`src/rtl/opi_pkg.sv`:
```
// shared widths, constants and tables of the odometry pose integrator
package opi_pkg;

    // stream payload layout
    localparam int POS_W      = 32;
    localparam int HEAD_W     = 17;
    localparam int NEW_HEAD_W = 16;
    localparam int SPEED_W    = 16;
    localparam int DT_W       = 20;
    localparam int S_TDATA_W  = 136;
    localparam int M_TDATA_W  = 88;

    // cordic: angles in q2.30, reduction word wide enough for heading * 2^18
    localparam int CORDIC_STEPS_DEF = 16;
    localparam int CORDIC_STEPS_MAX = 24;
    localparam int ATAN_IDX_W       = 5;
    localparam int ANG_W            = 36;
    localparam int ROT_W            = 34;
    localparam int ANG_LSB_PAD      = 18;

    localparam logic signed [ANG_W-1:0] ANG_PI           = 36'sd3373259426;
    localparam logic signed [ANG_W-1:0] ANG_NEG_PI       = -36'sd3373259426;
    localparam logic signed [ANG_W-1:0] ANG_HALF_PI      = 36'sd1686629713;
    localparam logic signed [ANG_W-1:0] ANG_NEG_HALF_PI  = -36'sd1686629713;
    localparam logic signed [ANG_W-1:0] ANG_TWO_PI       = 36'sd6746518852;
    localparam logic signed [ROT_W-1:0] CORDIC_GAIN      = 34'sd652032874;
    localparam int                      REDUCE_PASSES    = 4;

    localparam logic [29:0] ATAN_Q30 [CORDIC_STEPS_MAX] = '{
        30'd843314856, 30'd497837829, 30'd263043836, 30'd133525158,
        30'd67021686,  30'd33543515,  30'd16775850,  30'd8388437,
        30'd4194282,   30'd2097149,   30'd1048575,   30'd524287,
        30'd262143,    30'd131071,    30'd65535,     30'd32767,
        30'd16383,     30'd8191,      30'd4095,      30'd2047,
        30'd1023,      30'd511,       30'd255,       30'd127
    };

    // serial multiplier: magnitude times magnitude
    localparam int MUL_A_W = 33;
    localparam int MUL_B_W = 20;
    localparam int MUL_P_W = MUL_A_W + MUL_B_W;

    // speed times cos/sin, q8.8 * q1.30 -> q9.16 by a rounded shift
    localparam int VEL_W     = 25;
    localparam int VEL_SHIFT = 22;

    // serial rounded divider by one million
    localparam int          DIV_N_W  = 45;
    localparam int          DIV_Q_W  = 25;
    localparam int          DIV_R_W  = 20;
    localparam logic [DIV_R_W-1:0] US_PER_S = 20'd1000000;
    localparam logic [DIV_R_W-1:0] US_HALF  = 20'd500000;

    // heading wrap, q4.12
    localparam int                 TH_W       = 19;
    localparam logic signed [TH_W-1:0] WRAP_LIMIT     = 19'sd25763;
    localparam logic signed [TH_W-1:0] WRAP_NEG_LIMIT = -19'sd25763;
    localparam logic signed [TH_W-1:0] WRAP_STEP      = 19'sd25736;
    localparam logic signed [TH_W-1:0] HEAD_MAX       = 19'sd65535;
    localparam logic signed [TH_W-1:0] HEAD_MIN       = -19'sd65536;

endpackage

```
`src/rtl/odometry_pose_integrator_top.sv`:
```
// odometry pose integrator: dead reckoning of x, y and heading per tick
//
// input stream (s_*): one transfer per tick. s_tuser is the load flag; when set
// the pose in s_tdata is taken as is, otherwise speed and turn rate are
// integrated over elapsed_us. output stream (m_*): one transfer per tick with
// the pose after that tick.
// a tick that integrates runs a cordic (4 reduction passes, 1 fold, one
// micro-rotation per cycle), then two serial multiplies and a serial divide
// by one million, the x, y and heading lanes side by side, then the pose
// update and the output state; a load or a tick with both speeds zero goes
// straight to the output state. one tick is in work at a time and s_tready
// rises together with m_tvalid, so a new tick is taken only once the last
// one has reached the output register; the serial multiplier and divider
// take the bulk of a tick's time.
// s_tready is high whenever no tick is in work, also while a result waits in
// the output register. when the receiver stalls, the result holds in m_tdata
// and a finished tick behind it waits until the output register frees.
// reset (aresetn low, synchronous) clears the pose to zero and drops m_tvalid.
module odometry_pose_integrator_top
    import opi_pkg::*;
#(
    parameter int CORDIC_STEPS = CORDIC_STEPS_DEF
) (
    input  logic                 aclk,
    input  logic                 aresetn,
    input  logic                 s_tvalid,
    output logic                 s_tready,
    // new_x, new_y, new_heading, linear_speed, angular_speed, elapsed_us, zero pad
    input  logic [S_TDATA_W-1:0] s_tdata,
    // load_pose
    input  logic [0:0]           s_tuser,
    output logic                 m_tvalid,
    input  logic                 m_tready,
    // pos_x, pos_y, heading, zero pad
    output logic [M_TDATA_W-1:0] m_tdata
);

    typedef enum logic [6:0] {
        ST_IDLE   = 7'b0000001,
        ST_SINCOS = 7'b0000010,
        ST_MUL_V  = 7'b0000100,
        ST_MUL_DT = 7'b0001000,
        ST_DIV    = 7'b0010000,
        ST_UPDATE = 7'b0100000,
        ST_OUTPUT = 7'b1000000
    } state_t;

    state_t state_reg;
    state_t state_next;

    logic signed [POS_W-1:0]   x_reg;
    logic signed [POS_W-1:0]   y_reg;
    logic signed [HEAD_W-1:0]  head_reg;
    logic signed [SPEED_W-1:0] v_reg;
    logic signed [SPEED_W-1:0] w_reg;
    logic [DT_W-1:0]           dt_reg;
    logic                      sx_reg;
    logic                      sy_reg;
    logic                      m_tvalid_reg;
    logic [M_TDATA_W-1:0]      m_tdata_reg;

    // input unpack
    logic signed [POS_W-1:0]      in_x;
    logic signed [POS_W-1:0]      in_y;
    logic signed [NEW_HEAD_W-1:0] in_head;
    logic signed [SPEED_W-1:0]    in_v;
    logic signed [SPEED_W-1:0]    in_w;
    logic [DT_W-1:0]              in_dt;

    assign in_x    = s_tdata[31:0];
    assign in_y    = s_tdata[63:32];
    assign in_head = s_tdata[79:64];
    assign in_v    = s_tdata[95:80];
    assign in_w    = s_tdata[111:96];
    assign in_dt   = s_tdata[131:112];

    logic in_xfer;
    logic in_moves;
    logic out_free;

    assign s_tready = (state_reg == ST_IDLE);
    assign in_xfer  = s_tvalid && s_tready;
    assign in_moves = (in_v != '0) || (in_w != '0);
    assign out_free = !m_tvalid_reg || m_tready;

    // cordic
    logic                    cordic_start;
    logic                    cordic_done;
    logic signed [ROT_W-1:0] cos_val;
    logic signed [ROT_W-1:0] sin_val;

    assign cordic_start = in_xfer && !s_tuser[0] && in_moves;

    opi_cordic #(
        .STEPS (CORDIC_STEPS)
    ) u_cordic (
        .aclk    (aclk),
        .aresetn (aresetn),
        .start   (cordic_start),
        .angle   (head_reg),
        .done    (cordic_done),
        .cos_out (cos_val),
        .sin_out (sin_val)
    );

    logic [ROT_W-1:0]   cos_abs;
    logic [ROT_W-1:0]   sin_abs;
    logic [SPEED_W-1:0] v_mag;
    logic [SPEED_W-1:0] w_mag;

    assign cos_abs = cos_val[ROT_W-1] ? -cos_val : cos_val;
    assign sin_abs = sin_val[ROT_W-1] ? -sin_val : sin_val;
    assign v_mag   = v_reg[SPEED_W-1] ? -v_reg : v_reg;
    assign w_mag   = w_reg[SPEED_W-1] ? -w_reg : w_reg;

    // multiplier lanes
    logic               mul_xy_start;
    logic               mul_h_start;
    logic               mul_x_done;
    logic               mul_y_done;
    logic               mul_h_done;
    logic [MUL_A_W-1:0] mcand_x;
    logic [MUL_A_W-1:0] mcand_y;
    logic [MUL_B_W-1:0] mplier_xy;
    logic [MUL_P_W-1:0] prod_x;
    logic [MUL_P_W-1:0] prod_y;
    logic [MUL_P_W-1:0] prod_h;
    logic [MUL_P_W-1:0] rnd_x;
    logic [MUL_P_W-1:0] rnd_y;
    logic [VEL_W-1:0]   vx_mag;
    logic [VEL_W-1:0]   vy_mag;

    // speed times cos/sin, rounded back to q9.16 m/s
    assign rnd_x  = prod_x + (MUL_P_W'(1) << (VEL_SHIFT - 1));
    assign rnd_y  = prod_y + (MUL_P_W'(1) << (VEL_SHIFT - 1));
    assign vx_mag = rnd_x[VEL_SHIFT+VEL_W-1:VEL_SHIFT];
    assign vy_mag = rnd_y[VEL_SHIFT+VEL_W-1:VEL_SHIFT];

    assign mul_xy_start = (state_reg == ST_SINCOS && cordic_done)
                       || (state_reg == ST_MUL_V && mul_x_done && mul_y_done && mul_h_done);
    assign mul_h_start  = (state_reg == ST_SINCOS && cordic_done);

    always_comb begin
        if (state_reg == ST_SINCOS) begin
            mcand_x   = cos_abs[MUL_A_W-1:0];
            mcand_y   = sin_abs[MUL_A_W-1:0];
            mplier_xy = MUL_B_W'(v_mag);
        end else begin
            mcand_x   = MUL_A_W'(vx_mag);
            mcand_y   = MUL_A_W'(vy_mag);
            mplier_xy = dt_reg;
        end
    end

    opi_mul_serial u_mul_x (
        .aclk    (aclk),
        .aresetn (aresetn),
        .start   (mul_xy_start),
        .mcand   (mcand_x),
        .mplier  (mplier_xy),
        .done    (mul_x_done),
        .product (prod_x)
    );

    opi_mul_serial u_mul_y (
        .aclk    (aclk),
        .aresetn (aresetn),
        .start   (mul_xy_start),
        .mcand   (mcand_y),
        .mplier  (mplier_xy),
        .done    (mul_y_done),
        .product (prod_y)
    );

    opi_mul_serial u_mul_h (
        .aclk    (aclk),
        .aresetn (aresetn),
        .start   (mul_h_start),
        .mcand   (MUL_A_W'(w_mag)),
        .mplier  (dt_reg),
        .done    (mul_h_done),
        .product (prod_h)
    );

    // divider lanes
    logic               div_start;
    logic               div_x_done;
    logic               div_y_done;
    logic               div_h_done;
    logic [DIV_Q_W-1:0] q_x;
    logic [DIV_Q_W-1:0] q_y;
    logic [DIV_Q_W-1:0] q_h;

    assign div_start = (state_reg == ST_MUL_DT) && mul_x_done && mul_y_done;

    opi_div_serial u_div_x (
        .aclk    (aclk),
        .aresetn (aresetn),
        .start   (div_start),
        .mag     (prod_x[DIV_N_W-1:0]),
        .done    (div_x_done),
        .quot    (q_x)
    );

    opi_div_serial u_div_y (
        .aclk    (aclk),
        .aresetn (aresetn),
        .start   (div_start),
        .mag     (prod_y[DIV_N_W-1:0]),
        .done    (div_y_done),
        .quot    (q_y)
    );

    opi_div_serial u_div_h (
        .aclk    (aclk),
        .aresetn (aresetn),
        .start   (div_start),
        .mag     (prod_h[DIV_N_W-1:0]),
        .done    (div_h_done),
        .quot    (q_h)
    );

    // pose update
    logic signed [POS_W+1:0] dx;
    logic signed [POS_W+1:0] dy;
    logic signed [POS_W+1:0] x_sum;
    logic signed [POS_W+1:0] y_sum;
    logic signed [POS_W-1:0] x_next;
    logic signed [POS_W-1:0] y_next;
    logic signed [TH_W-1:0]  dth;
    logic signed [TH_W-1:0]  th_sum;
    logic signed [TH_W-1:0]  th_wrap;
    logic signed [HEAD_W-1:0] head_next;

    function automatic logic signed [POS_W-1:0] sat_pos(input logic signed [POS_W+1:0] val);
        logic signed [POS_W+1:0] hi;
        logic signed [POS_W+1:0] lo;
        hi = (POS_W+2)'({1'b0, {(POS_W-1){1'b1}}});
        lo = -hi - (POS_W+2)'(1);
        if (val > hi) begin
            sat_pos = {1'b0, {(POS_W-1){1'b1}}};
        end else if (val < lo) begin
            sat_pos = {1'b1, {(POS_W-1){1'b0}}};
        end else begin
            sat_pos = val[POS_W-1:0];
        end
    endfunction

    assign dx    = sx_reg ? -(POS_W+2)'(q_x) : (POS_W+2)'(q_x);
    assign dy    = sy_reg ? -(POS_W+2)'(q_y) : (POS_W+2)'(q_y);
    assign x_sum = (POS_W+2)'(x_reg) + dx;
    assign y_sum = (POS_W+2)'(y_reg) + dy;
    assign x_next = sat_pos(x_sum);
    assign y_next = sat_pos(y_sum);

    assign dth    = w_reg[SPEED_W-1] ? -{1'b0, q_h[TH_W-2:0]} : {1'b0, q_h[TH_W-2:0]};
    assign th_sum = TH_W'(head_reg) + dth;

    // single wrap by one turn, then clamp to the heading field
    always_comb begin
        if (th_sum > WRAP_LIMIT) begin
            th_wrap = th_sum - WRAP_STEP;
        end else if (th_sum < WRAP_NEG_LIMIT) begin
            th_wrap = th_sum + WRAP_STEP;
        end else begin
            th_wrap = th_sum;
        end
        if (th_wrap > HEAD_MAX) begin
            head_next = HEAD_MAX[HEAD_W-1:0];
        end else if (th_wrap < HEAD_MIN) begin
            head_next = HEAD_MIN[HEAD_W-1:0];
        end else begin
            head_next = th_wrap[HEAD_W-1:0];
        end
    end

    // sequencer
    always_comb begin
        state_next = state_reg;
        unique case (state_reg)
            ST_IDLE: begin
                if (in_xfer) begin
                    state_next = cordic_start ? ST_SINCOS : ST_OUTPUT;
                end
            end
            ST_SINCOS: begin
                if (cordic_done) begin
                    state_next = ST_MUL_V;
                end
            end
            ST_MUL_V: begin
                if (mul_x_done && mul_y_done && mul_h_done) begin
                    state_next = ST_MUL_DT;
                end
            end
            ST_MUL_DT: begin
                if (div_start) begin
                    state_next = ST_DIV;
                end
            end
            ST_DIV: begin
                if (div_x_done && div_y_done && div_h_done) begin
                    state_next = ST_UPDATE;
                end
            end
            ST_UPDATE: begin
                state_next = ST_OUTPUT;
            end
            ST_OUTPUT: begin
                if (out_free) begin
                    state_next = ST_IDLE;
                end
            end
            default: begin
                state_next = ST_IDLE;
            end
        endcase
    end

    always_ff @(posedge aclk) begin
        if (!aresetn) begin
            state_reg    <= ST_IDLE;
            m_tvalid_reg <= 1'b0;
            x_reg        <= '0;
            y_reg        <= '0;
            head_reg     <= '0;
        end else begin
            state_reg <= state_next;
            if (in_xfer && s_tuser[0]) begin
                x_reg    <= in_x;
                y_reg    <= in_y;
                head_reg <= HEAD_W'(in_head);
            end else if (state_reg == ST_UPDATE) begin
                x_reg    <= x_next;
                y_reg    <= y_next;
                head_reg <= head_next;
            end
            if (state_reg == ST_OUTPUT && out_free) begin
                m_tvalid_reg <= 1'b1;
            end else if (m_tready) begin
                m_tvalid_reg <= 1'b0;
            end
        end
    end

    always_ff @(posedge aclk) begin
        if (in_xfer) begin
            v_reg  <= in_v;
            w_reg  <= in_w;
            dt_reg <= in_dt;
        end
        // signs of v*cos and v*sin carry through both rounded steps
        if (state_reg == ST_SINCOS && cordic_done) begin
            sx_reg <= v_reg[SPEED_W-1] ^ cos_val[ROT_W-1];
            sy_reg <= v_reg[SPEED_W-1] ^ sin_val[ROT_W-1];
        end
        if (state_reg == ST_OUTPUT && out_free) begin
            m_tdata_reg <= {{(M_TDATA_W-2*POS_W-HEAD_W){1'b0}}, head_reg, y_reg, x_reg};
        end
    end

    assign m_tvalid = m_tvalid_reg;
    assign m_tdata  = m_tdata_reg;

endmodule

```
`src/rtl/opi_cordic.sv`:
```
// rotation-mode cordic: heading reduction and one micro-rotation per cycle
module opi_cordic
    import opi_pkg::*;
#(
    parameter int STEPS = CORDIC_STEPS_DEF
) (
    input  logic                     aclk,
    input  logic                     aresetn,
    input  logic                     start,
    input  logic signed [HEAD_W-1:0] angle,
    output logic                     done,
    output logic signed [ROT_W-1:0]  cos_out,
    output logic signed [ROT_W-1:0]  sin_out
);

    localparam int IT_W = $clog2(STEPS);

    typedef enum logic [3:0] {
        C_IDLE   = 4'b0001,
        C_REDUCE = 4'b0010,
        C_FOLD   = 4'b0100,
        C_ROTATE = 4'b1000
    } cstate_t;

    cstate_t                  state_reg;
    logic signed [ANG_W-1:0]  a_reg;
    logic [1:0]               red_cnt_reg;
    logic [IT_W-1:0]          it_reg;
    logic signed [ROT_W-1:0]  x_reg;
    logic signed [ROT_W-1:0]  y_reg;
    logic signed [ROT_W-1:0]  z_reg;
    logic                     flip_reg;
    logic                     done_reg;
    logic signed [ROT_W-1:0]  cos_reg;
    logic signed [ROT_W-1:0]  sin_reg;

    logic signed [ANG_W-1:0]  a_red;
    logic signed [ANG_W-1:0]  a_fold;
    logic                     fold_flip;
    logic [ATAN_IDX_W-1:0]    atan_idx;
    logic signed [ROT_W-1:0]  atan_val;
    logic signed [ROT_W-1:0]  xs;
    logic signed [ROT_W-1:0]  ys;
    logic signed [ROT_W-1:0]  x_next;
    logic signed [ROT_W-1:0]  y_next;
    logic signed [ROT_W-1:0]  z_next;

    always_comb begin
        if (a_reg > ANG_PI) begin
            a_red = a_reg - ANG_TWO_PI;
        end else if (a_reg <= ANG_NEG_PI) begin
            a_red = a_reg + ANG_TWO_PI;
        end else begin
            a_red = a_reg;
        end
    end

    // fold into the right half plane, negating both outputs
    always_comb begin
        if (a_reg > ANG_HALF_PI) begin
            a_fold    = a_reg - ANG_PI;
            fold_flip = 1'b1;
        end else if (a_reg < ANG_NEG_HALF_PI) begin
            a_fold    = a_reg + ANG_PI;
            fold_flip = 1'b1;
        end else begin
            a_fold    = a_reg;
            fold_flip = 1'b0;
        end
    end

    assign atan_idx = ATAN_IDX_W'(it_reg);
    assign atan_val = signed'(ROT_W'(ATAN_Q30[atan_idx]));
    assign xs       = x_reg >>> it_reg;
    assign ys       = y_reg >>> it_reg;

    always_comb begin
        if (!z_reg[ROT_W-1]) begin
            x_next = x_reg - ys;
            y_next = y_reg + xs;
            z_next = z_reg - atan_val;
        end else begin
            x_next = x_reg + ys;
            y_next = y_reg - xs;
            z_next = z_reg + atan_val;
        end
    end

    always_ff @(posedge aclk) begin
        if (!aresetn) begin
            state_reg <= C_IDLE;
            done_reg  <= 1'b0;
        end else begin
            done_reg <= 1'b0;
            unique case (state_reg)
                C_IDLE: begin
                    if (start) begin
                        state_reg <= C_REDUCE;
                    end
                end
                C_REDUCE: begin
                    if (red_cnt_reg == 2'(REDUCE_PASSES - 1)) begin
                        state_reg <= C_FOLD;
                    end
                end
                C_FOLD: begin
                    state_reg <= C_ROTATE;
                end
                C_ROTATE: begin
                    if (it_reg == IT_W'(STEPS - 1)) begin
                        state_reg <= C_IDLE;
                        done_reg  <= 1'b1;
                    end
                end
                default: begin
                    state_reg <= C_IDLE;
                end
            endcase
        end
    end

    always_ff @(posedge aclk) begin
        case (state_reg)
            C_IDLE: begin
                a_reg       <= {angle[HEAD_W-1], angle, {ANG_LSB_PAD{1'b0}}};
                red_cnt_reg <= '0;
            end
            C_REDUCE: begin
                a_reg       <= a_red;
                red_cnt_reg <= red_cnt_reg + 2'd1;
            end
            C_FOLD: begin
                z_reg    <= a_fold[ROT_W-1:0];
                x_reg    <= CORDIC_GAIN;
                y_reg    <= '0;
                flip_reg <= fold_flip;
                it_reg   <= '0;
            end
            C_ROTATE: begin
                x_reg  <= x_next;
                y_reg  <= y_next;
                z_reg  <= z_next;
                it_reg <= it_reg + IT_W'(1);
                if (it_reg == IT_W'(STEPS - 1)) begin
                    cos_reg <= flip_reg ? -x_next : x_next;
                    sin_reg <= flip_reg ? -y_next : y_next;
                end
            end
            default: begin
                a_reg <= a_reg;
            end
        endcase
    end

    assign done    = done_reg;
    assign cos_out = cos_reg;
    assign sin_out = sin_reg;

endmodule

```
`src/rtl/opi_mul_serial.sv`:
```
// shift-add multiplier, one multiplier bit per cycle, unsigned magnitudes
module opi_mul_serial
    import opi_pkg::*;
(
    input  logic               aclk,
    input  logic               aresetn,
    input  logic               start,
    input  logic [MUL_A_W-1:0] mcand,
    input  logic [MUL_B_W-1:0] mplier,
    output logic               done,
    output logic [MUL_P_W-1:0] product
);

    localparam int CNT_W = $clog2(MUL_B_W + 1);

    logic               busy_reg;
    logic               done_reg;
    logic [CNT_W-1:0]   cnt_reg;
    logic [MUL_A_W-1:0] a_reg;
    logic [MUL_A_W-1:0] hi_reg;
    logic [MUL_B_W-1:0] lo_reg;
    logic [MUL_A_W:0]   sum_next;

    // partial product enters at the top, the word shifts right one bit
    assign sum_next = {1'b0, hi_reg} + (lo_reg[0] ? {1'b0, a_reg} : '0);

    always_ff @(posedge aclk) begin
        if (!aresetn) begin
            busy_reg <= 1'b0;
            done_reg <= 1'b0;
        end else begin
            done_reg <= 1'b0;
            if (start) begin
                busy_reg <= 1'b1;
            end else if (busy_reg && cnt_reg == CNT_W'(1)) begin
                busy_reg <= 1'b0;
                done_reg <= 1'b1;
            end
        end
    end

    always_ff @(posedge aclk) begin
        if (start) begin
            a_reg   <= mcand;
            hi_reg  <= '0;
            lo_reg  <= mplier;
            cnt_reg <= CNT_W'(MUL_B_W);
        end else if (busy_reg) begin
            hi_reg  <= sum_next[MUL_A_W:1];
            lo_reg  <= {sum_next[0], lo_reg[MUL_B_W-1:1]};
            cnt_reg <= cnt_reg - CNT_W'(1);
        end
    end

    assign done    = done_reg;
    assign product = {hi_reg, lo_reg};

endmodule

```
`src/rtl/opi_div_serial.sv`:
```
// restoring divider by one million with round-half-up, one quotient bit per cycle
module opi_div_serial
    import opi_pkg::*;
(
    input  logic               aclk,
    input  logic               aresetn,
    input  logic               start,
    input  logic [DIV_N_W-1:0] mag,
    output logic               done,
    output logic [DIV_Q_W-1:0] quot
);

    localparam int CNT_W = $clog2(DIV_Q_W + 1);

    logic               busy_reg;
    logic               done_reg;
    logic [CNT_W-1:0]   cnt_reg;
    logic [DIV_R_W-1:0] r_reg;
    logic [DIV_Q_W-1:0] q_reg;
    logic [DIV_N_W-1:0] num;
    logic [DIV_R_W:0]   trial;
    logic               fits;

    // the upper part of the numerator is known to be below the divisor
    assign num   = mag + DIV_N_W'(US_HALF);
    assign trial = {r_reg, q_reg[DIV_Q_W-1]};
    assign fits  = trial >= {1'b0, US_PER_S};

    always_ff @(posedge aclk) begin
        if (!aresetn) begin
            busy_reg <= 1'b0;
            done_reg <= 1'b0;
        end else begin
            done_reg <= 1'b0;
            if (start) begin
                busy_reg <= 1'b1;
            end else if (busy_reg && cnt_reg == CNT_W'(1)) begin
                busy_reg <= 1'b0;
                done_reg <= 1'b1;
            end
        end
    end

    always_ff @(posedge aclk) begin
        if (start) begin
            r_reg   <= num[DIV_N_W-1:DIV_Q_W];
            q_reg   <= num[DIV_Q_W-1:0];
            cnt_reg <= CNT_W'(DIV_Q_W);
        end else if (busy_reg) begin
            r_reg   <= fits ? DIV_R_W'(trial - {1'b0, US_PER_S}) : trial[DIV_R_W-1:0];
            q_reg   <= {q_reg[DIV_Q_W-2:0], fits};
            cnt_reg <= cnt_reg - CNT_W'(1);
        end
    end

    assign done = done_reg;
    assign quot = q_reg;

endmodule

```
`config.mk`:
```
export PLATFORM = sky130hd
export DESIGN_NAME = odometry_pose_integrator_top
export DESIGN_NICKNAME = d
export VERILOG_FILES = /design/src/rtl/opi_pkg.sv /design/src/rtl/odometry_pose_integrator_top.sv /design/src/rtl/opi_cordic.sv /design/src/rtl/opi_mul_serial.sv /design/src/rtl/opi_div_serial.sv
export SDC_FILE = /design/constraint.sdc
export NUM_CORES = 2
export LEC_CHECK = 0
export BUFFER_PORTS_ARGS = -buffer_cell sky130_fd_sc_hd__buf_2
export CAP_MARGIN = 20
export CORE_UTILIZATION = 50
export DETAILED_ROUTE_END_ITERATION = 8
export PLACE_DENSITY = 0.66
export SYNTH_ARGS = -nofsm -noshare
export SYNTH_HDL_FRONTEND = slang
export SYNTH_HIERARCHICAL = 1
export SYNTH_SLANG_ARGS = --single-unit
```
`constraint.sdc`:
```
create_clock -name aclk -period 21 [get_ports aclk]
set_input_delay 2.1 -clock aclk [delete_from_list [all_inputs] [get_ports aclk]]
set_output_delay 2.1 -clock aclk [all_outputs]
set_load 0.1 [all_outputs]
```
==> results by group <==
Run status
  – Status: finished, final reports clean

STA
  – Worst slew margin: 0.244
  – Slew @ Worst Pin: 1.11 ns
  – Fmax: 0.123 GHz
  – Final Worst Setup Slack: 12.86 ns
  – Count of final hold-check violations: 0
  – # setup viols final: 0
  – Fin. max-slew vios: 0
  – Tcrit/Tclk final: 0.388
  – Setup_tns: 0 ns
  – RSZ-0062 raised after global routing: false
  – Hold WS: 0.466 ns
  – Clock skew: between 0.02 and 0.03 ns
  – Fin crit period: 8.14 ns

Floorplan
  – Height of the chip: 370 µm
  – Area of the die: between 100000 and 150000 µm²
  – Core footprint: 134000 µm²
  – Initial core utilization: 0.506
  – IO Pins: 231
  – Chip width: 370 µm
  – Rows: 134

Clocking
  – Clk pin slew, worst setup/hold paths: 0.06 ns
  – Clk_lat worst skew: between 0.7 and 0.8 ns
  – Hold_buf cts: 0
  – Postcts setup bufs: 0
  – PostCTS Resize Cnt: 0
  – Clock Sinks: about 900
  – TritonCTS clock tree: done
  – Clock Tree Root: clkbuf_16
  – CTS H-tree lvls: 3
  – CTS Buf Count: between 100 and 150
  – CTS max path bufs: 3

Placed design
  – Post-DP HPWL: 136000 µm
  – Post-Place Cell Area: 69900 µm²
  – PortBufs: 219
  – Pre-CTS setup slack: approximately 13 ns
  – GPL Wtd Cong: 0.931

Flow run
  – Max cap viols: 0

Yosys
  – Post-synthesis mux area share: 0.0680
  – Synth Area in Adders: 0.0700
  – Syn_area_per_cell: 9.30 µm²
  – Synth Cell Area: 67700 µm²
  – Top FF cell, synth: edfxtp_1
  – Post-Synth Simple-Gate Area: 0.175
  – EDFF count, synth: 640
  – Yosys warning count: 6
  – Synth Register Bits: 875
  – XOR/XNOR share of the synthesized area: 0.104
  – Seq/Total Area, Yosys: 0.353
  – Ys async rst share: 0
  – Synth Area in Compound Gates: 0.193
  – Syn Inst Count: approximately 7300
  – Combinational family with the most area after synthesis: compound AO/OA/AOI/OAI gates
  – Distinct cells, synth: 135

Worst hold path
  – Min-delay src: x_reg[13]$_SDFFE_PN0P_
  – Hold EP: m_tdata[13]$_DFFE_PP_
  – HP Class: reg -> reg
  – Worst hold path depth: 0

Finish
  – Largest register FFs: 81
  – Area Overhead vs Synth: 8.83%
  – Layout cells sized above 1: 0.113
  – Final Util: 0.550
  – Final Cell Area: 73700 µm²
  – Layout Nets: between 7000 and 8000

Power
  – NetSw: 0.00152 W
  – Switching Share: 0.305
  – P_leak: 28.8 nW
  – Clock power frac: 0.387
  – Int Power: 0.00346 W
  – PD cells: between 60 and 70 nW/µm²
  – Worst IR Drop VDD: 0.0000743 V
  – Comb pwr share: 0.206
  – Register share of total power: 0.407

Critical path
  – RR Endpoint: u_cordic/sin_out[31]$_DFFE_PP_
  – R2R Path Start: u_cordic/it_reg[1]$_SDFFCE_PN0P_
  – Crit Path Max Fanout: 55
  – Reg2reg setup slack: 12.86 ns
  – CP required: approximately 21 ns
  – R2r worst-path depth: 24
  – CP Capture Type: flip-flop
  – CP startpoint kind: flip-flop
  – Worst path arrival time: 8.59 ns
  – CP Class: reg -> reg

GRT
  – Number of global-route vias before repair: 52600
  – Largest net degree at the start of global routing: 89
  – Remaining global-route overflow: 0
  – Initial antenna violation count: 8
  – Global-route wire length before repair: slightly below 300000 µm
  – Total GRT Usage: 0.263

Drt
  – Drt via density: 6.10
  – Via count: between 50000 and 60000
  – Routed wire length per instance: 20.1 µm
  – # DRC: 0
  – Initial drt markers: 4415
  – First-pass detailed-route iteration total: 6
  – DRT Wirelength: 185000 µm
  – Remaining antenna violation count after routing: 0
-- layout make-up --
cell class,instances,area (µm²)
sequential,875,23900
timing repair buffer,283,1670
clock buffer,138,2980
tap,1768,2210
fill,11900,60200
multi-input combinational,5855,41500
clock inverter,63,687
inverter,200,752
antenna,2,5.00
-- through the flow --
step           power (W)  instances
2_1_floorplan    0.00282       7307
3_3_place_gp     0.00305       8976
3_5_place_dp     0.00307       8976
4_1_cts          0.00501       9177
5_1_grt          0.00519       9182
6_report         0.00498       9184
-- routing by layer --
metal,vias to the layer above,track usage,part of all wire
li1,27100,-,-
met1,27000,0.367,0.46
met2,1643,0.427,0.46
met3,234,0.0342,0.063
met4,0,0.0692,0.022
met5,-,0,0
-- Yosys cell counts, types with 184 or more instances --
library cell | instances | area [µm²]
edfxtp_1 | 640 | 19200
dfxtp_1 | 235 | 4700
inv_1 | 197 | 739
xor2_1 | 334 | 2930
ha_1 | 363 | 4540
xnor2_1 | 470 | 4120
a21oi_1 | 482 | 2410
nand2_1 | 655 | 2460
a21o_1 | 184 | 1380
clkbuf_1 | 278 | 1040
nor2_1 | 532 | 2000
o21ai_0 | 423 | 2120
-- worst max-delay path by stage --
stage / from / end / slack (ns)
2_1_floorplan: u_cordic/it_reg[2]$_SDFFCE_PN0P_ / u_cordic/cos_out[0]$_DFFE_PP_ / 12.12
3_3_place_gp: u_cordic/it_reg[1]$_SDFFCE_PN0P_ / u_cordic/sin_out[33]$_DFFE_PP_ / 13.17
3_5_place_dp: u_cordic/it_reg[1]$_SDFFCE_PN0P_ / u_cordic/sin_out[31]$_DFFE_PP_ / 13.08
4_1_cts: u_cordic/it_reg[1]$_SDFFCE_PN0P_ / u_cordic/sin_out[31]$_DFFE_PP_ / 13.01
5_1_grt: u_cordic/it_reg[1]$_SDFFCE_PN0P_ / u_cordic/sin_out[31]$_DFFE_PP_ / 12.37
6_report: u_cordic/it_reg[1]$_SDFFCE_PN0P_ / u_cordic/sin_out[31]$_DFFE_PP_ / 12.86
-- logic make-up after synthesis --
| kind of cell | after synthesis |
|---|---|
| muxes | 349 |
| and+or+nand+nor | 2350 |
| adders and majority gates | 373 |
| DFF | 875 |
| xor gates and xnor gates | 806 |
| buffers and inverters | 577 |
| AOI/OAI and AO/OA | 1953 |
| other | 1 |
-- power groups by stage --
stage	registers, W	logic (W)	clock network (W)
final	0.00203	0.00103	0.00193
after global routing	0.00203	0.00113	0.00203
after CTS	0.00202	0.00102	0.00197
after detailed placement	0.00206	0.00101	0
after global placement	0.00206	0.000995	0
after floorplan	0.00207	0.000750	0
-- layout by cell type, fill, tap and decap left out, types with 219 or more instances in the layout --
cell	count
buf_2	219
nor2_1	531
o21ai_0	423
edfxtp_1	640
xor2_1	334
nand2_1	653
dfxtp_1	234
a21oi_1	482
xnor2_1	470
ha_1	363
-- worst max-delay path, stage by stage, from the launching register on --
cell and delay (ns):
edfxtp_1 0.44, buf_4 0.44, buf_4 0.74, mux4_2 0.68
mux4_2 0.56, nor3_2 0.26, and3_1 0.23, nand3_1 0.12
a21oi_2 0.20, nand2_1 0.11, nor2_1 0.19, nor2_1 0.07
xor2_1 0.19, ha_1 0.40, and4_1 0.28, and2_1 0.16
a221oi_1 0.27, o31ai_1 0.12, a21oi_1 0.32, xor2_1 0.52
nor4b_1 0.40, nand4b_1 0.26, or3_1 0.46, o31ai_1 0.31
xnor2_1 0.11
(Power assumes the default switching activity.)
